## src/rtl/core/u8u16_pkg.sv

```systemverilog
package u8u16_pkg;

    localparam int UNIT_W = 16;
    localparam int CODE_W = 21;
    localparam int ACC_W  = 31;
    localparam int PEND_W = 3;
    localparam int STAT_W = 3;
    localparam int QDEPTH = 2;
    localparam int QPTR_W = (QDEPTH > 1) ? $clog2(QDEPTH) : 1;
    localparam int QCNT_W = $clog2(QDEPTH + 1);

    typedef logic [QPTR_W-1:0] qptr_t;
    typedef logic [QCNT_W-1:0] qcnt_t;

    localparam qptr_t QPTR_LAST = qptr_t'(QDEPTH - 1);
    localparam qcnt_t QCNT_FULL = qcnt_t'(QDEPTH);

    localparam logic [STAT_W-1:0] ST_OK      = 3'd0;
    localparam logic [STAT_W-1:0] ST_ILLEGAL = 3'd1;
    localparam logic [STAT_W-1:0] ST_TRUNC   = 3'd2;
    localparam logic [STAT_W-1:0] ST_UNREP   = 3'd3;
    localparam logic [STAT_W-1:0] ST_BADLOW  = 3'd4;

    localparam logic [ACC_W-1:0]  CODE_LIMIT = 31'h0011_0000;
    localparam logic [CODE_W-1:0] PLANE1     = 21'h01_0000;

    localparam logic [5:0] HI_SURR_TAG = 6'b110110;
    localparam logic [5:0] LO_SURR_TAG = 6'b110111;

    typedef enum logic [1:0] {
        KIND_UTF16 = 2'd0,
        KIND_UTF8  = 2'd1,
        KIND_ERR   = 2'd2
    } job_kind_t;

    typedef struct packed {
        job_kind_t           kind;
        logic [CODE_W-1:0]   code;
        logic [STAT_W-1:0]   status;
    } job_t;

endpackage

```

## src/rtl/core/u8u16_front.sv

```systemverilog
module u8u16_front (
    input  logic                        aclk,
    input  logic                        aresetn,
    input  logic                        clr,
    input  logic                        dir,
    input  logic                        accept,
    input  logic [u8u16_pkg::UNIT_W-1:0] in_unit,
    input  logic                        in_eos,
    output logic                        job_valid,
    output u8u16_pkg::job_t             job
);

    logic [u8u16_pkg::ACC_W-1:0]  acc_reg, acc_next;
    logic [u8u16_pkg::PEND_W-1:0] pend_reg, pend_next;
    logic                         drop_reg, drop_next;

    logic [u8u16_pkg::ACC_W-1:0]  acc_sh;
    logic [7:0]                   b;
    logic                         err;
    logic                         emit;
    logic [u8u16_pkg::STAT_W-1:0] stat;
    logic [u8u16_pkg::CODE_W-1:0] code;
    u8u16_pkg::job_kind_t         ekind;

    assign b      = in_unit[7:0];
    assign acc_sh = {acc_reg[u8u16_pkg::ACC_W-7:0], b[5:0]};

    always_comb begin
        acc_next  = acc_reg;
        pend_next = pend_reg;
        drop_next = drop_reg;
        err       = 1'b0;
        emit      = 1'b0;
        stat      = u8u16_pkg::ST_OK;
        code      = '0;
        ekind     = u8u16_pkg::KIND_UTF16;
        job_valid = 1'b0;
        job.kind   = u8u16_pkg::KIND_UTF16;
        job.code   = '0;
        job.status = u8u16_pkg::ST_OK;

        if (drop_reg) begin
            if (in_eos) begin
                drop_next = 1'b0;
                acc_next  = '0;
                pend_next = '0;
            end
        end else begin
            if (!dir) begin
                ekind = u8u16_pkg::KIND_UTF16;
                if (pend_reg == '0) begin
                    if (b < 8'h80) begin
                        emit = 1'b1;
                        code = {13'd0, b};
                    end else if (b < 8'hc0) begin
                        err  = 1'b1;
                        stat = u8u16_pkg::ST_ILLEGAL;
                    end else if (b < 8'he0) begin
                        acc_next  = {26'd0, b[4:0]};
                        pend_next = 3'd1;
                    end else if (b < 8'hf0) begin
                        acc_next  = {27'd0, b[3:0]};
                        pend_next = 3'd2;
                    end else if (b < 8'hf8) begin
                        acc_next  = {28'd0, b[2:0]};
                        pend_next = 3'd3;
                    end else if (b < 8'hfc) begin
                        acc_next  = {29'd0, b[1:0]};
                        pend_next = 3'd4;
                    end else if (b < 8'hfe) begin
                        acc_next  = {30'd0, b[0]};
                        pend_next = 3'd5;
                    end else begin
                        err  = 1'b1;
                        stat = u8u16_pkg::ST_ILLEGAL;
                    end
                end else begin
                    pend_next = pend_reg - 3'd1;
                    if (pend_reg == 3'd1) begin
                        acc_next = '0;
                        if (acc_sh >= u8u16_pkg::CODE_LIMIT) begin
                            err  = 1'b1;
                            stat = u8u16_pkg::ST_UNREP;
                        end else begin
                            emit = 1'b1;
                            code = acc_sh[u8u16_pkg::CODE_W-1:0];
                        end
                    end else begin
                        acc_next = acc_sh;
                    end
                end
            end else begin
                ekind = u8u16_pkg::KIND_UTF8;
                if (pend_reg != '0) begin
                    if (in_unit[15:10] != u8u16_pkg::LO_SURR_TAG) begin
                        err  = 1'b1;
                        stat = u8u16_pkg::ST_BADLOW;
                    end else begin
                        emit      = 1'b1;
                        code      = {1'b0, acc_reg[9:0], in_unit[9:0]} + u8u16_pkg::PLANE1;
                        acc_next  = '0;
                        pend_next = '0;
                    end
                end else if (in_unit[15:10] == u8u16_pkg::HI_SURR_TAG) begin
                    acc_next  = {15'd0, in_unit};
                    pend_next = 3'd1;
                end else begin
                    emit = 1'b1;
                    code = {5'd0, in_unit};
                end
            end

            if (err) begin
                acc_next  = '0;
                pend_next = '0;
                drop_next = !in_eos;
            end else if (in_eos) begin
                if (pend_next != '0) begin
                    err  = 1'b1;
                    stat = u8u16_pkg::ST_TRUNC;
                end
                acc_next  = '0;
                pend_next = '0;
                drop_next = 1'b0;
            end

            if (err) begin
                job_valid  = 1'b1;
                job.kind   = u8u16_pkg::KIND_ERR;
                job.code   = '0;
                job.status = stat;
            end else if (emit) begin
                job_valid  = 1'b1;
                job.kind   = ekind;
                job.code   = code;
                job.status = u8u16_pkg::ST_OK;
            end
        end
    end

    always_ff @(posedge aclk) begin
        if (!aresetn || clr) begin
            acc_reg  <= '0;
            pend_reg <= '0;
            drop_reg <= 1'b0;
        end else if (accept) begin
            acc_reg  <= acc_next;
            pend_reg <= pend_next;
            drop_reg <= drop_next;
        end
    end

endmodule

```

## src/rtl/core/u8u16_queue.sv

```systemverilog
module u8u16_queue (
    input  logic             aclk,
    input  logic             aresetn,
    input  logic             push,
    input  u8u16_pkg::job_t  push_job,
    input  logic             pop,
    output logic             full,
    output logic             head_valid,
    output u8u16_pkg::job_t  head_job
);

    u8u16_pkg::job_t  entry_reg [u8u16_pkg::QDEPTH];
    u8u16_pkg::qptr_t wr_ptr_reg, wr_ptr_next;
    u8u16_pkg::qptr_t rd_ptr_reg, rd_ptr_next;
    u8u16_pkg::qcnt_t count_reg, count_next;
    logic             do_pop;

    assign full       = (count_reg == u8u16_pkg::QCNT_FULL);
    assign head_valid = (count_reg != '0);
    assign head_job   = entry_reg[rd_ptr_reg];
    assign do_pop     = pop && head_valid;

    always_comb begin
        wr_ptr_next = wr_ptr_reg;
        rd_ptr_next = rd_ptr_reg;
        if (push) begin
            wr_ptr_next = (wr_ptr_reg == u8u16_pkg::QPTR_LAST) ? '0 : wr_ptr_reg + 1'b1;
        end
        if (do_pop) begin
            rd_ptr_next = (rd_ptr_reg == u8u16_pkg::QPTR_LAST) ? '0 : rd_ptr_reg + 1'b1;
        end
        count_next  = count_reg + u8u16_pkg::qcnt_t'(push) - u8u16_pkg::qcnt_t'(do_pop);
    end

    always_ff @(posedge aclk) begin
        if (!aresetn) begin
            wr_ptr_reg <= '0;
            rd_ptr_reg <= '0;
            count_reg  <= '0;
        end else begin
            wr_ptr_reg <= wr_ptr_next;
            rd_ptr_reg <= rd_ptr_next;
            count_reg  <= count_next;
        end
    end

    always_ff @(posedge aclk) begin
        if (push) begin
            entry_reg[wr_ptr_reg] <= push_job;
        end
    end

endmodule

```

## src/rtl/core/u8u16_back.sv

```systemverilog
module u8u16_back (
    input  logic                          aclk,
    input  logic                          aresetn,
    input  logic                          head_valid,
    input  u8u16_pkg::job_t               head_job,
    output logic                          pop,
    output logic                          m_tvalid,
    input  logic                          m_tready,
    output logic [u8u16_pkg::UNIT_W-1:0]  m_tdata,
    output logic [u8u16_pkg::STAT_W-1:0]  m_tuser,
    output logic                          m_tlast
);

    logic [1:0]                   idx_reg, idx_next;
    logic                         valid_reg, valid_next;
    logic [u8u16_pkg::UNIT_W-1:0] data_reg;
    logic [u8u16_pkg::STAT_W-1:0] user_reg;
    logic                         last_reg;

    logic [1:0]                   final_idx;
    logic [u8u16_pkg::UNIT_W-1:0] unit;
    logic [19:0]                  sub;
    logic                         load;
    logic [u8u16_pkg::CODE_W-1:0] c;

    assign c   = head_job.code;
    assign sub = 20'(c - u8u16_pkg::PLANE1);

    always_comb begin
        final_idx = 2'd0;
        unit      = '0;
        unique case (head_job.kind)
            u8u16_pkg::KIND_UTF16: begin
                if (c < u8u16_pkg::PLANE1) begin
                    final_idx = 2'd0;
                    unit      = c[15:0];
                end else begin
                    final_idx = 2'd1;
                    unit      = (idx_reg == 2'd0) ? {u8u16_pkg::HI_SURR_TAG, sub[19:10]}
                                                  : {u8u16_pkg::LO_SURR_TAG, c[9:0]};
                end
            end
            u8u16_pkg::KIND_UTF8: begin
                if (c < 21'h80) begin
                    final_idx = 2'd0;
                    unit      = {9'd0, c[6:0]};
                end else if (c < 21'h800) begin
                    final_idx = 2'd1;
                    unit      = (idx_reg == 2'd0) ? {8'd0, 3'b110, c[10:6]}
                                                  : {8'd0, 2'b10, c[5:0]};
                end else if (c < u8u16_pkg::PLANE1) begin
                    final_idx = 2'd2;
                    case (idx_reg)
                        2'd0:    unit = {8'd0, 4'b1110, c[15:12]};
                        2'd1:    unit = {8'd0, 2'b10, c[11:6]};
                        default: unit = {8'd0, 2'b10, c[5:0]};
                    endcase
                end else begin
                    final_idx = 2'd3;
                    case (idx_reg)
                        2'd0:    unit = {8'd0, 5'b11110, c[20:18]};
                        2'd1:    unit = {8'd0, 2'b10, c[17:12]};
                        2'd2:    unit = {8'd0, 2'b10, c[11:6]};
                        default: unit = {8'd0, 2'b10, c[5:0]};
                    endcase
                end
            end
            default: begin
                final_idx = 2'd0;
                unit      = '0;
            end
        endcase
    end

    assign load = head_valid && (!valid_reg || m_tready);
    assign pop  = load && (idx_reg == final_idx);

    always_comb begin
        idx_next   = idx_reg;
        valid_next = valid_reg;
        if (load) begin
            valid_next = 1'b1;
            idx_next   = pop ? 2'd0 : idx_reg + 2'd1;
        end else if (m_tready) begin
            valid_next = 1'b0;
        end
    end

    always_ff @(posedge aclk) begin
        if (!aresetn) begin
            idx_reg   <= 2'd0;
            valid_reg <= 1'b0;
        end else begin
            idx_reg   <= idx_next;
            valid_reg <= valid_next;
        end
    end

    always_ff @(posedge aclk) begin
        if (load) begin
            data_reg <= unit;
            user_reg <= head_job.status;
            last_reg <= (idx_reg == final_idx);
        end
    end

    assign m_tvalid = valid_reg;
    assign m_tdata  = data_reg;
    assign m_tuser  = user_reg;
    assign m_tlast  = last_reg;

endmodule

```

## src/rtl/core/utf8_utf16_transcoder.sv

```systemverilog
// UTF-8 / UTF-16 stream transcoder.
// Input channel s_*: one source code unit per item in s_tdata (a byte in the low
// eight bits for UTF-8 input), s_tlast marks the last unit of the source.
// Result channel m_*: one produced unit per item in m_tdata, its status in m_tuser
// (0 ok, nonzero error with m_tdata 0), m_tlast on the final result of an input item.
// An input item gives zero to four results; an error gives one status result and
// later input is dropped up to and including the next unit with s_tlast.
// The APB port holds the direction register at address 0 (0: UTF-8 to UTF-16,
// 1: UTF-16 to UTF-8); a write clears the decoder state. Write it only while idle.
// The first result of an item passes a job queue and then the output register
// before m_tvalid shows it. The front classifies one item per cycle while the
// queue is not full; the back emits one result per cycle while m_tready is high.
// A two-entry job queue separates them: when m_tready is low the output register
// holds, the queue fills, and s_tready falls once it is full.
// Reset: direction 0, decoder state cleared, queue and output register empty.
module utf8_utf16_transcoder (
    input  logic        aclk,
    input  logic        aresetn,

    input  logic        s_tvalid,
    output logic        s_tready,
    input  logic [15:0] s_tdata,   // [15:0] in_unit
    input  logic        s_tlast,

    output logic        m_tvalid,
    input  logic        m_tready,
    output logic [15:0] m_tdata,   // [15:0] out_unit
    output logic [2:0]  m_tuser,   // [2:0] status
    output logic        m_tlast,

    input  logic        psel,
    input  logic        penable,
    input  logic        pwrite,
    input  logic [2:0]  paddr,
    input  logic [31:0] pwdata,
    output logic [31:0] prdata,
    output logic        pready
);

    logic            dir_reg;
    logic            cfg_wr;
    logic            accept;
    logic            full;
    logic            job_valid;
    u8u16_pkg::job_t job;
    logic            head_valid;
    u8u16_pkg::job_t head_job;
    logic            pop;

    assign pready = 1'b1;
    assign cfg_wr = psel && penable && pwrite && !paddr[2];
    assign prdata = paddr[2] ? 32'd0 : {31'd0, dir_reg};

    always_ff @(posedge aclk) begin
        if (!aresetn) begin
            dir_reg <= 1'b0;
        end else if (cfg_wr) begin
            dir_reg <= pwdata[0];
        end
    end

    assign s_tready = !full;
    assign accept   = s_tvalid && !full;

    u8u16_front u_front (
        .aclk      (aclk),
        .aresetn   (aresetn),
        .clr       (cfg_wr),
        .dir       (dir_reg),
        .accept    (accept),
        .in_unit   (s_tdata),
        .in_eos    (s_tlast),
        .job_valid (job_valid),
        .job       (job)
    );

    u8u16_queue u_queue (
        .aclk       (aclk),
        .aresetn    (aresetn),
        .push       (accept && job_valid),
        .push_job   (job),
        .pop        (pop),
        .full       (full),
        .head_valid (head_valid),
        .head_job   (head_job)
    );

    u8u16_back u_back (
        .aclk       (aclk),
        .aresetn    (aresetn),
        .head_valid (head_valid),
        .head_job   (head_job),
        .pop        (pop),
        .m_tvalid   (m_tvalid),
        .m_tready   (m_tready),
        .m_tdata    (m_tdata),
        .m_tuser    (m_tuser),
        .m_tlast    (m_tlast)
    );

endmodule

```

## config.mk

```make
export PLATFORM = sky130hd
export DESIGN_NAME = utf8_utf16_transcoder
export DESIGN_NICKNAME = d
export VERILOG_FILES = /design/src/rtl/core/u8u16_pkg.sv /design/src/rtl/core/u8u16_front.sv /design/src/rtl/core/u8u16_queue.sv /design/src/rtl/core/u8u16_back.sv /design/src/rtl/core/utf8_utf16_transcoder.sv
export SDC_FILE = /design/constraint.sdc
export NUM_CORES = 1
export LEC_CHECK = 0
export ABC_AREA = 1
export BUFFER_PORTS_ARGS = -buffer_cell sky130_fd_sc_hd__buf_4
export CAP_MARGIN = 10
export CORE_MARGIN = 5
export CORE_UTILIZATION = 43
export CTS_CLUSTER_DIAMETER = 200
export CTS_CLUSTER_SIZE = 14
export DETAILED_ROUTE_END_ITERATION = 10
export PLACE_DENSITY = 0.7
export SYNTH_ARGS = -nofsm -noshare
export SYNTH_HDL_FRONTEND = slang
export SYNTH_HIERARCHICAL = 1
export SYNTH_SLANG_ARGS = --single-unit
```

## constraint.sdc

```tcl
create_clock -name aclk -period 3.45 [get_ports aclk]
set_input_delay 0.345 -clock aclk [delete_from_list [all_inputs] [get_ports aclk]]
set_output_delay 0.345 -clock aclk [all_outputs]
set_load 0.02 [all_outputs]
```

* Word level (Yosys, flattened, before mapping)
Memory sizes are Yosys's and may differ from the RTL's. A register that Yosys moved wholly into a read port is not among the register bits.
Cells that the tools add are included.
** Word-level totals
- Register bits after elaboration :: 57
- Bits in writable memories :: 52
- Input bits :: 59
- Output and inout port bits :: 55
- Word-level logic and storage cells :: 189
- Memories :: 1
** Cells by class
- $add $sub $neg :: 8
- Order comparisons :: 11
- Equality and inequality tests :: 14
- Muxes and demuxes :: 119
- Reductions and logical operators :: 24
** Memories
- u_queue.entry_reg :: depth 2, width 26, rd ports 1, clocked after Yosys merged registers in 1, write ports 1, line u8u16_queue.sv:12 : u8u16_pkg::job_t entry_reg [u8u16_pkg::QDEPTH];
** Operator list (number)
- two-way mux 25 bit :: 18
- two-way mux 21 bit :: 6
- two-way mux 3 bit :: 31
- two-way mux 16 bit :: 5
- < comparator 8 bit, second input constant :: 7
- two-way mux 26 bit :: 2
- two-way mux 1 bit :: 46
- one-hot mux 16 bit (2 select lines) :: 1
- greater-or-equal comparator 31 x 21 -> 1 bit, second input constant :: 1
- adder 20 x 17 -> 21 bit, second input constant :: 1
- < comparator 21 x 12 -> 1 bit, second input constant :: 1
- < comparator 21 x 17 -> 1 bit, second input constant :: 1
- < comparator 21 x 8 -> 1 bit, second input constant :: 1
- one-hot mux 7 bit (3 select lines) :: 1
- subtractor 20 x 17 -> 20 bit, second input constant :: 1
- inequality test 5 bit, second input constant :: 3
- one-hot mux 7 bit (2 select lines) :: 1
- two-way mux 11 bit :: 1
- inequality test 9 bit, second input constant :: 1
- logical AND 1 bit :: 8
- two-way mux 2 bit :: 4
- two-way mux 8 bit :: 1
- two-way mux 7 bit :: 1
- AND reduction 7 bit :: 1
- 21 further kinds :: 32

* Longest topological paths before layout
Gate-level depths: netlist of run 1.
- Depth in word-level cells :: 21
- Gate-level depth with buffers :: 23
- Gate-level depth less buffers :: 21

* Hierarchy
The synthesis of run 1 kept the hierarchy.
** By module, submodules not included
- u8u16_front :: times used 1, cells an instance 369, area an instance 2443.6 um^2, seq. area each 580.6 um^2
- u8u16_queue :: times used 1, cells an instance 118, area an instance 2222.1 um^2, seq. area each 1661.6 um^2
- u8u16_back :: times used 1, cells an instance 231, area an instance 1745.4 um^2, seq. area each 660.6 um^2
- utf8_utf16_transcoder :: times used 1, cells an instance 53, area an instance 341.6 um^2, seq. area each 20.0 um^2

* Worst setup path before layout of run 1
No wires, ideal clock.
- Kind :: register to register
- Start :: register u_front/pend_reg[0] (netlist name)
- End :: memory u_queue/entry_reg[0][0] (netlist name), enable pin
- Library setup time :: 409 ps
- Arrival :: 2884 ps
- Required time :: 3041 ps
- Path slack :: 157 ps
- Stages on the path, launching flop included :: 17
- Path buffers :: 0
- Clock period less this slack :: 3293 ps
- Path through :: dfxtp_1 > inv_1 > ha_1 > nand2_4 > inv_4 > o21ai_1 > o21bai_1 > nand2_1 > nand2_1 > nand2_2 > o21bai_4 > nand2_1 > nand2_1 > nand2_1 > and3_1 > inv_1 > nor2_1
** On the way
- Word-level cells in the longest chain between the ends :: 20
- Elaborated cells on any way between the ends :: 38
- Classes of those cells :: add/sub (1); eq/ne (1); mux (32); reduce/logical (4)
** RTL lines
- start, declared :: line u8u16_front.sv:14 : logic [u8u16_pkg::PEND_W-1:0] pend_reg, pend_next;
- start signal, assigned :: line u8u16_front.sv:148 : pend_reg <= pend_next;
- two-way mux 3 bit :: line u8u16_front.sv:70 : end else if (b < 8'hfe) begin
- two-way mux 3 bit :: line u8u16_front.sv:67 : end else if (b < 8'hfc) begin
- two-way mux 3 bit :: line u8u16_front.sv:64 : end else if (b < 8'hf8) begin
- two-way mux 3 bit :: line u8u16_front.sv:61 : end else if (b < 8'hf0) begin
- two-way mux 3 bit :: line u8u16_front.sv:58 : end else if (b < 8'he0) begin
- two-way mux 3 bit :: line u8u16_front.sv:55 : end else if (b < 8'hc0) begin
- two-way mux 3 bit :: line u8u16_front.sv:52 : if (b < 8'h80) begin
- two-way mux 3 bit :: line u8u16_front.sv:51 : if (pend_reg == '0) begin
- (+5 left out)
- two-way mux 1 bit :: line u8u16_front.sv:113 : if (err) begin
- two-way mux 1 bit :: line u8u16_front.sv:42 : if (drop_reg) begin
- two-way mux 1 bit * :: line u8u16_front.sv:127 : if (err) begin
- two-way mux 1 bit * :: line u8u16_front.sv:42
- via job_valid :: line utf8_utf16_transcoder.sv:44 : logic job_valid;
- logical AND 1 bit * :: line utf8_utf16_transcoder.sv:80 : .push (accept && job_valid),
- two-way mux 1 bit * :: line u8u16_queue.sv:48 : if (push) begin
- two-way mux 1 bit (implied by the code) * :: line u8u16_queue.sv:49 : entry_reg[wr_ptr_reg] <= push_job;
- end, declared :: line u8u16_queue.sv:12
The timed path passes the listed nets; every way through them passes the cells marked *. The select of a mux whose other input is x is not followed.

==> results of run 1 <==
worst max-delay path, stage by stage (launching register included):
cell and delay (ns):
dfxtp_2 0.39, buf_12 0.17, mux2_2 0.40, nor2_2 0.16, nand2_1 0.09, nor2_2 0.23
nand2_4 0.14, nand2_1 0.13, xor2_2 0.16, nand2_2 0.10, nor2_1 0.13, inv_1 0.05
nor2_1 0.14, ha_1 0.25, inv_1 0.06, ha_1 0.15, inv_1 0.05, nand2_1 0.07
nand3_1 0.08, nand2_1 0.06, nor2_1 0.03
cell families after synthesis:
group           Yosys count  synth area share
xor+xnor                  4          0.006301
flops                   110            0.4328
other cells               2          0.001112
fa+ha+maj                13           0.02409
mux                      27           0.05596
simple gates            281            0.2070
buf+inv                 161            0.1214
compound gates          173            0.1514
final timing paths:
| kind | endpoint | slack [ns] | cells after the start |
|---|---|---|---|
| setup / recovery | u_queue/count_reg[1]$_SDFF_PN0_ | 0.29 | 20 |
| hold / removal | u_queue/count_reg[0]$_SDFF_PN0_ | 0.25 | 3 |
| setup reg to reg | u_queue/count_reg[1]$_SDFF_PN0_ | 0.29 | 20 |
| hold reg to reg | u_front/acc_reg[23]$_SDFFE_PP0P_ | 0.47 | 2 |
metal layers:
layer / up-vias / part of all wire
met1: 2450 / 0.43
met4: 0 / 0.023
met2: 204 / 0.49
met3: 30 / 0.063
li1: 2647 / -
met5: - / 0
power by group through the flow:
stage	Combinational, W	Clock (W)	Sequential, W
2_1_floorplan	0.00119	0	0.00201
3_3_place_gp	0.00181	0	0.00187
3_5_place_dp	0.00182	0	0.00188
4_1_cts	0.00183	0.00109	0.00185
5_1_grt	0.00201	0.00114	0.00188
6_report	0.00184	0.00105	0.00185
timing repair:
| action | 4_1_cts | 5_1_grt |
|---|---|---|
| gates resized for setup | 0 | 3 |
| setup endpoints to repair | 0 | 1 |
| setup buffers | 0 | 0 |
| hold buffers | 0 | 0 |
layout make-up:
type / count / area share
multi-input combinational: 530 / 0.4157
clock inverter: 7 / 0.01078
tap: 211 / 0.03500
sequential: 110 / 0.3877
inverter: 107 / 0.05358
clock buffer: 9 / 0.02986
timing repair buffer: 62 / 0.06735
cells in the final DEF, fill, tap and decap left out, types with 13 or more instances in the layout:
| master | instances |
|---|---|
| nor2_1 | 54 |
| nor2_4 | 23 |
| inv_1 | 98 |
| nand3_1 | 36 |
| edfxtp_1 | 72 |
| buf_4 | 59 |
| nand2_1 | 129 |
| a31oi_1 | 13 |
| mux2_4 | 20 |
| ha_1 | 13 |
| o21ai_0 | 52 |
| a21oi_1 | 50 |
| o21ai_1 | 16 |
| conb_1 | 32 |
| dfxtp_1 | 37 |
metrics by stage:
stage / util / area [µm²] / cells / setup WS, ns
floorplan: - / 6865 / 801 / 0.1569
global placement: 0.4701 / 7199 / 1019 / 0.3463
detailed placement: 0.4701 / 7199 / 1019 / 0.3076
CTS: 0.4901 / 7506 / 1035 / 0.2608
global route: 0.4925 / 7542 / 1036 / 0.02424
finish: 0.4925 / 7542 / 1036 / 0.2900
==> impl_metrics.py, run 1 <==
metrics = {
    "run_status": {
        "outcome": "finished clean",
    },
    "timing": {
        "max_freq_mhz": 316.5,
        "hold_ws_ns": 0.2468,
        "timing.final.crit_period_ns": 3.160,
        "max-slew-margin-rel": 0.4274,
        "hold_violations": 0,
        "drv_slew": 0,
        "worstMarginPinSlew_ns": 0.8580,
        "setup_violations": 0,
        "fin_skew_ns": 0.01327,
        "final.period_utilization": 0.9160,
        "tns_ns": 0,
        "rsz0062_at_grt": "false",
    },
    "power_and_ir_drop": {
        "p_per_area_nw_per_um2": 628.8,
        "internal_power_w": 0.002906,
        "switching_power_w": 0.001837,
        "seqPwrFrac": 0.390,
        "vdd_ir_drop_max_mv": 0.2647,
        "p_total_w": 0.004743,
        "power.share.clock": 0.222,
        "p_leak_nw": 3.111,
        "combPwrFrac": 0.388,
        "p_sw_frac": 0.3873,
    },
    "routing": {
        "routed_wl_um": 15770,
        "drtIter0Drc": 422,
        "route.detailed.drc": 0,
        "dr_total_vias": 5331,
        "dr.pass1.iters": 5,
        "wl_per_cell_um": 15.22,
        "vias_per_cell": 5.146,
        "postRouteAntennaNets": 0,
    },
    "clock_tree": {
        "cts_tree": "yes",
        "numCtsBuffers": 9,
        "cts.path.max_buffers": 2,
        "root_buffer": "clkbuf_16",
        "htree_levels": 3,
        "clk_pin_slew_ns": 0.08,
        "clkLatencyLatePin_ns": 0.36,
        "clock_sinks": 110,
    },
    "logic_synthesis": {
        "synthTopCellsByCount": "129 x nand2_1, 98 x inv_1, 72 x edfxtp_1, 55 x nor2_1, 52 x o21ai_0",
        "syn_area_um2": 6753,
        "synth-seq-cells": 110,
        "ys_warn_count": 6,
        "syn_area_per_cell_um2": 8.758,
        "synth-edff-count": 72,
        "ys_seq_area_frac": 0.4328,
        "postSynthCellCount": 771,
        "synthTopCellsByArea": "edfxtp_1 32%, dfxtp_1 11%, nand2_1 7.2%",
        "synth-async-reset-ratio": 0,
        "yosysUniqueCellTypes": 47,
        "synthFlopType": "edfxtp_1",
        "synth.top_cell.area_share": 0.3202,
        "synth_most_common_cell": "nand2_1",
        "synth_top_area_cell": "edfxtp_1",
    },
    "grt": {
        "grt_pass1_wl_um": 24700,
        "use_met2": 0.2746,
        "grt_pass1_vias": 4826,
        "antenna_found_initial": 0,
        "met3_usage": 0.03083,
        "grt_max_degree": 34,
        "overflow": 0,
        "grt_busiest_layer": "met2",
        "grt_use_met1": 0.2258,
        "track_usage": 0.1689,
    },
    "die": {
        "rows": 45,
        "core_area_um2": 15310,
        "fp.dieArea_um2": 18310,
        "io_pins": 114,
        "initial_core_util": 0.4409,
        "die_x_um": 135.3,
        "chipHeight_um": 135.3,
    },
    "placed_design": {
        "io_buffers": 48,
        "gp_congestion": 0.9325,
        "hpwl_um": 11750,
    },
    "critical_path": {
        "critPathLaunchType": "flip-flop",
        "cp_max_fo": 13,
        "worstPathRequired_ns": 3.70,
        "criticalPathCategory": "flip-flop to flip-flop",
        "worstPathArrival_ns": 3.41,
        "endpoint_kind": "flip-flop",
    },
    "finish": {
        "largest_register_ffs": 52,
        "multiInputGateArea_um2": 3136,
        "drive_above_1_share": 0.2012,
        "ff_latch_area_um2": 2924,
        "antenna_cells": 0,
        "final_nets": 892,
        "syn_to_final_growth_pct": 11.69,
        "n_fill_cell": 1478,
    },
    "run": {
        "max-cap-violations": 0,
    },
    "min_path": {
        "min_path_type": "input port to flip-flop",
        "hp-start": "aresetn",
    },
}
(Power assumes the default switching activity.)
==> run 2: changes to the inputs <==
Settings changed: REMOVE_ABC_BUFFERS set to 1.
==> run 2 against run 1 <==
  * Global-route usage is 0.59 points lower
  * Final area down 0.98%
  * Hold slack improved by 0.018 ns
  * Via count down 1.3%
  * Die area unchanged
  * Clock power decreased by 6%
  * Sequential share of layout area increased by 0.37 points
  * Utilization is 0.48 points lower
  * Clock-buffer cell count increased by 1
  * Routed wire length down 4.5%
  * Register-to-register slack better by 0.03 ns
==> impl_metrics.py, run 2 (synthesized netlist as in run 1, its figures left out) <==
metrics = {
    "power_and_ir_drop": {
        "power.share.clock": 0.212,
        "combPwrFrac": 0.389,
        "p_sw_frac": 0.3817,
        "p_per_area_nw_per_um2": 621.6,
        "internal_power_w": 0.002870,
        "vdd_ir_drop_max_mv": 0.2976,
        "switching_power_w": 0.001772,
        "seqPwrFrac": 0.399,
        "p_leak_nw": 3.050,
    },
    "routing": {
        "postRouteAntennaNets": 0,
        "vias_per_cell": 5.085,
        "drtIter0Drc": 452,
        "dr_total_vias": 5263,
        "routed_wl_um": 15050,
        "dr.pass1.iters": 5,
        "wl_per_cell_um": 14.54,
        "route.detailed.drc": 0,
    },
    "die": {
        "chipHeight_um": 135.3,
        "rows": 45,
        "core_area_um2": 15310,
        "initial_core_util": 0.4409,
        "io_pins": 114,
        "die_x_um": 135.3,
        "fp.dieArea_um2": 18310,
    },
    "critical_path": {
        "endpoint_kind": "flip-flop",
        "worstPathArrival_ns": 3.37,
        "r2r-end": "u_queue/count_reg[1]$_SDFF_PN0_",
        "rrSetupSlack_ns": 0.32,
        "path_cells": "buf_12 > mux2_2 > nor2_2 > nand2_1 > nor2_2 > nand2_2 > nand3_1 > nand3_1 > nand2_2 > nand2_2 > nor2_1 > inv_1 > nor2_1 > ha_1 > inv_1 > ha_1 > inv_1 > nand2_1 > nand3_1 > nand2_1 > nor2_1",
        "criticalPathCategory": "flip-flop to flip-flop",
        "cp_top_family": "simple AND/OR/NAND/NOR gates",
        "cp_max_fo": 26,
        "worstPathRequired_ns": 3.69,
        "timing.critical_path.buf_inv": 4,
        "slowest_stage": "mux2_2",
        "slowest_delay_ns": 0.40,
        "r2r_cells": 21,
        "critPathLaunchType": "flip-flop",
    },
    "grt": {
        "track_usage": 0.1630,
        "overflow": 0,
        "grt_max_degree": 34,
        "antenna_found_initial": 0,
        "grt_pass1_wl_um": 24000,
        "grt_pass1_vias": 4760,
    },
    "run": {
        "max-cap-violations": 0,
    },
    "run_status": {
        "outcome": "finished clean",
    },
    "clock_tree": {
        "cts_tree": "yes",
        "post-cts-setup-buffer-count": 0,
        "numCtsBuffers": 9,
        "root_buffer": "clkbuf_16",
        "clk_pin_slew_ns": 0.07,
        "cts_resized": 0,
        "clkLatencyLatePin_ns": 0.35,
        "cts_hold_buf": 0,
        "htree_levels": 3,
        "clock_sinks": 110,
        "cts.path.max_buffers": 2,
    },
    "finish": {
        "largest_register_ffs": 52,
        "mostFrequentLayoutCells": "129 x nand2_1, 98 x inv_1, 72 x edfxtp_1, 60 x buf_4, 54 x nor2_1",
        "drive_above_1_share": 0.1978,
        "final_nets": 891,
        "antenna_cells": 0,
        "syn_to_final_growth_pct": 10.60,
        "final_common_cell": "nand2_1",
        "stdcell_count": 1035,
    },
    "timing": {
        "fin_skew_ns": 0.007817,
        "setup_violations": 0,
        "worstMarginPinSlew_ns": 0.8462,
        "drv_slew": 0,
        "hold_violations": 0,
        "fin_ws_ns": 0.3182,
        "max-slew-margin-rel": 0.4353,
        "rsz0062_at_grt": "false",
        "max_freq_mhz": 319.3,
        "timing.final.crit_period_ns": 3.132,
        "final.period_utilization": 0.9078,
    },
    "placed_design": {
        "post-place-ws_ns": 0.3412,
        "gp_congestion": 0.9478,
        "io_buffers": 48,
        "dp.cells": 1019,
        "hpwl_um": 11390,
    },
    "min_path": {
        "hp-start": "aresetn",
        "holdPathStages": 3,
        "min_path_type": "input port to flip-flop",
        "holdPathEnd": "u_queue/count_reg[0]$_SDFF_PN0_",
    },
}
[run 2: metal layers]
layer / track usage / up-vias / routed length [µm]
met1: 0.2113 / 2423 / 6538
met4: 0.04031 / 0 / 231
met3: 0.03752 / 21 / 881
met5: 0 / - / 0
li1: - / 2646 / -
met2: 0.2763 / 173 / 7396
[run 2: worst reg2reg max path: cells and delay by family, from the launching register on]
kind | cells | cell delay [ns]
mux | 1 | 0.41
fa+ha+maj | 2 | 0.41
buf+inv | 4 | 0.37
simple gates | 14 | 1.47
flops | 1 | 0.36
[run 2: power by group through the flow]
stage / Combinational [W] / Clock, W / Sequential, W
after floorplan: 0.00108 / 0 / 0.00203
after CTS: 0.00180 / 0.00102 / 0.00186
after global placement: 0.00179 / 0 / 0.00188
final: 0.00180 / 0.000987 / 0.00185
after global routing: 0.00198 / 0.00108 / 0.00188
after detailed placement: 0.00179 / 0 / 0.00188
[run 2: cell type report]
| type | count | area (µm²) |
|---|---|---|
| Clock buffer | 10 | 229.0 |
| Clock inverter | 6 | 52.55 |
| Fill cell | 1524 | 7846 |
| Inverter | 107 | 404.1 |
| Multi-Input combinational cell | 530 | 3126 |
| Sequential cell | 110 | 2923 |
| Tap cell | 211 | 264.0 |
| Timing Repair Buffer | 61 | 470.5 |
[run 2: worst max path at each step]
| stage | endpoint | cells after the start |
|---|---|---|
| detailed placement | u_queue/count_reg[1]$_SDFF_PN0_ | 21 |
| CTS | u_queue/count_reg[1]$_SDFF_PN0_ | 21 |
| floorplan | u_queue/entry_reg[0][0]$_DFFE_PP_ | 16 |
| finish | u_queue/count_reg[1]$_SDFF_PN0_ | 21 |
| global placement | u_queue/count_reg[1]$_SDFF_PN0_ | 21 |
| global route | u_queue/count_reg[1]$_SDFF_PN0_ | 21 |
[run 2: per-stage QoR]
step	util	cell area, µm²	total power [W]	setup TNS, ns	hold slack, ns
global route	0.4877	7468	0.004944	0	0.2834
global placement	0.4693	7187	0.003667	0	0.4515
floorplan	-	6450	0.003112	-0.1962	0.4372
finish	0.4877	7468	0.004643	0	0.2653
CTS	0.4877	7468	0.004677	0	0.2520
detailed placement	0.4693	7187	0.003679	0	0.4536
==> run 3: changes to the inputs <==
Settings changed: MAX_ROUTING_LAYER set to met4.
==> run 3 against run 2 <==
  * Cell count barely moved
  * Non-clock buffer count increased by 1
  * Sequential cell count is the same
  * Clock-buffer cell count did not move
  * Total power about the same
  * Clock power fell by 1%
  * Clock skew rose by 0.0023 ns
  * Largest cell class unchanged
  * Global-route usage rose by 1.1 points
==> impl_metrics.py, run 3 (synthesized netlist as in run 1, its figures left out) <==
metrics = {
    "placed_design": {
        "dp.cells": 1019,
        "dpl-instance-area_um2": 7187,
        "hpwl_um": 11630,
        "gp_congestion": 0.9543,
        "post-place-ws_ns": 0.2973,
        "io_buffers": 48,
    },
    "finish": {
        "drive_above_1_share": 0.2012,
        "mostFrequentLayoutCells": "129 x nand2_1, 98 x inv_1, 72 x edfxtp_1, 60 x buf_4, 54 x nor2_1",
        "syn_to_final_growth_pct": 11.10,
        "final_nets": 892,
        "antenna_cells": 0,
        "largest_register_ffs": 52,
        "final_common_cell": "nand2_1",
        "stdcell_count": 1036,
        "final_area_um2": 7502,
    },
    "clock_tree": {
        "clkLatencyLatePin_ns": 0.35,
        "root_buffer": "clkbuf_16",
        "htree_levels": 3,
        "cts.path.max_buffers": 2,
        "clock_sinks": 110,
        "cts_tree": "yes",
        "clk_pin_slew_ns": 0.07,
        "numCtsBuffers": 9,
    },
    "timing": {
        "max_freq_mhz": 319.0,
        "rsz0062_at_grt": "false",
        "max-slew-margin-rel": 0.4611,
        "timing.final.crit_period_ns": 3.134,
        "fin_ws_ns": 0.3155,
        "hold_violations": 0,
        "final.period_utilization": 0.9085,
        "hold_ws_ns": 0.2573,
        "setup_violations": 0,
        "drv_slew": 0,
        "fin_skew_ns": 0.01009,
        "worstMarginPinSlew_ns": 0.8075,
    },
    "routing": {
        "routed_wl_um": 15270,
        "vias_per_cell": 5.080,
        "route.detailed.drc": 0,
        "wl_per_cell_um": 14.74,
        "dr.pass1.iters": 6,
        "postRouteAntennaNets": 0,
        "drtIter0Drc": 411,
        "dr_total_vias": 5263,
    },
    "grt": {
        "track_usage": 0.1740,
        "overflow": 0,
        "antenna_found_initial": 0,
        "grt_pass1_vias": 4938,
        "grt_max_degree": 34,
        "grt_pass1_wl_um": 24940,
    },
    "run_status": {
        "outcome": "finished clean",
    },
    "critical_path": {
        "worstPathRequired_ns": 3.69,
        "r2r-end": "u_queue/count_reg[1]$_SDFF_PN0_",
        "critPathLaunchType": "flip-flop",
        "r2r_cells": 20,
        "rrSetupSlack_ns": 0.32,
        "cp_max_fo": 13,
        "endpoint_kind": "flip-flop",
        "criticalPathCategory": "flip-flop to flip-flop",
        "worstPathArrival_ns": 3.38,
    },
    "power_and_ir_drop": {
        "p_leak_nw": 3.089,
        "p_per_area_nw_per_um2": 618.8,
        "vdd_ir_drop_max_mv": 0.3264,
    },
    "die": {
        "rows": 45,
        "io_pins": 114,
        "fp.dieArea_um2": 18310,
        "die_x_um": 135.3,
        "initial_core_util": 0.4409,
        "chipHeight_um": 135.3,
        "core_area_um2": 15310,
    },
    "min_path": {
        "holdPathEnd": "u_queue/count_reg[0]$_SDFF_PN0_",
        "min_path_type": "input port to flip-flop",
        "holdPathStages": 3,
        "hp-start": "aresetn",
    },
    "run": {
        "max-cap-violations": 0,
    },
}
run 3: how the worst max path moves through the flow:
stage | start | end | depth (start not counted)
final | flip-flop | u_queue/count_reg[1]$_SDFF_PN0_ | 20
after CTS | flip-flop | u_queue/count_reg[1]$_SDFF_PN0_ | 21
after detailed placement | flip-flop | u_queue/count_reg[1]$_SDFF_PN0_ | 21
after global placement | flip-flop | u_queue/count_reg[1]$_SDFF_PN0_ | 21
after floorplan | u_front/pend_reg[0]$_SDFFE_PP0P_ | u_queue/entry_reg[0][0]$_DFFE_PP_ | 16
after global routing | flip-flop | u_queue/count_reg[1]$_SDFF_PN0_ | 20
run 3: repair_timing:
action | CTS | global route
endpoints found under the setup margin | 0 | 1
resized for setup | 0 | 2
setup buffers | 0 | 0
hold buffers | 0 | 0
run 3: stage by stage:
stage	total power, W	TNS [ns]	utilization
2_1_floorplan	0.003112	-0.1962	-
3_3_place_gp	0.003665	0	0.4693
3_5_place_dp	0.003684	0	0.4693
4_1_cts	0.004673	0	0.4878
5_1_grt	0.004958	0	0.4899
6_report	0.004642	0	0.4899
run 3: final cells by class:
| cell class | instances | area, µm² |
|---|---|---|
| fillers | 1505 | 7812 |
| multi-input cells | 530 | 3131 |
| flip-flops and latches | 110 | 2924 |
| repair buffers | 62 | 495.5 |
| inverters | 107 | 404.1 |
| well taps | 211 | 264.0 |
| clock buffers | 10 | 239.0 |
| clock inverters | 6 | 45.04 |
run 3: report_power, final:
group          leakage (nW)  internal, W  switching, W
clock                 0.143     0.000514      0.000458
combinational          1.95     0.000637       0.00118
sequential            0.997      0.00174      0.000115
total                  3.09      0.00289       0.00175
run 3: critical path, stage by stage (launching register included):
cell,delay [ns]
dfxtp_2,0.39
buf_12,0.17
mux2_2,0.38
nor2_2,0.15
nand2_1,0.10
nor2_2,0.19
nand2_2,0.18
nand2_1,0.15
xor2_2,0.15
nand2_2,0.10
nor2_1,0.13
inv_1,0.06
nor2_1,0.15
ha_1,0.25
inv_1,0.06
ha_1,0.15
inv_1,0.05
nand2_1,0.07
nand3_1,0.07
nand2_1,0.06
nor2_1,0.04
run 3: metal layers:
metal	global-route usage	wire length [µm]	up-vias
li1	-	-	2647
met1	0.2221	6486	2402
met2	0.2826	7576	188
met3	0.03678	927	26
met4	0.04591	277	0
met5	-	0	-
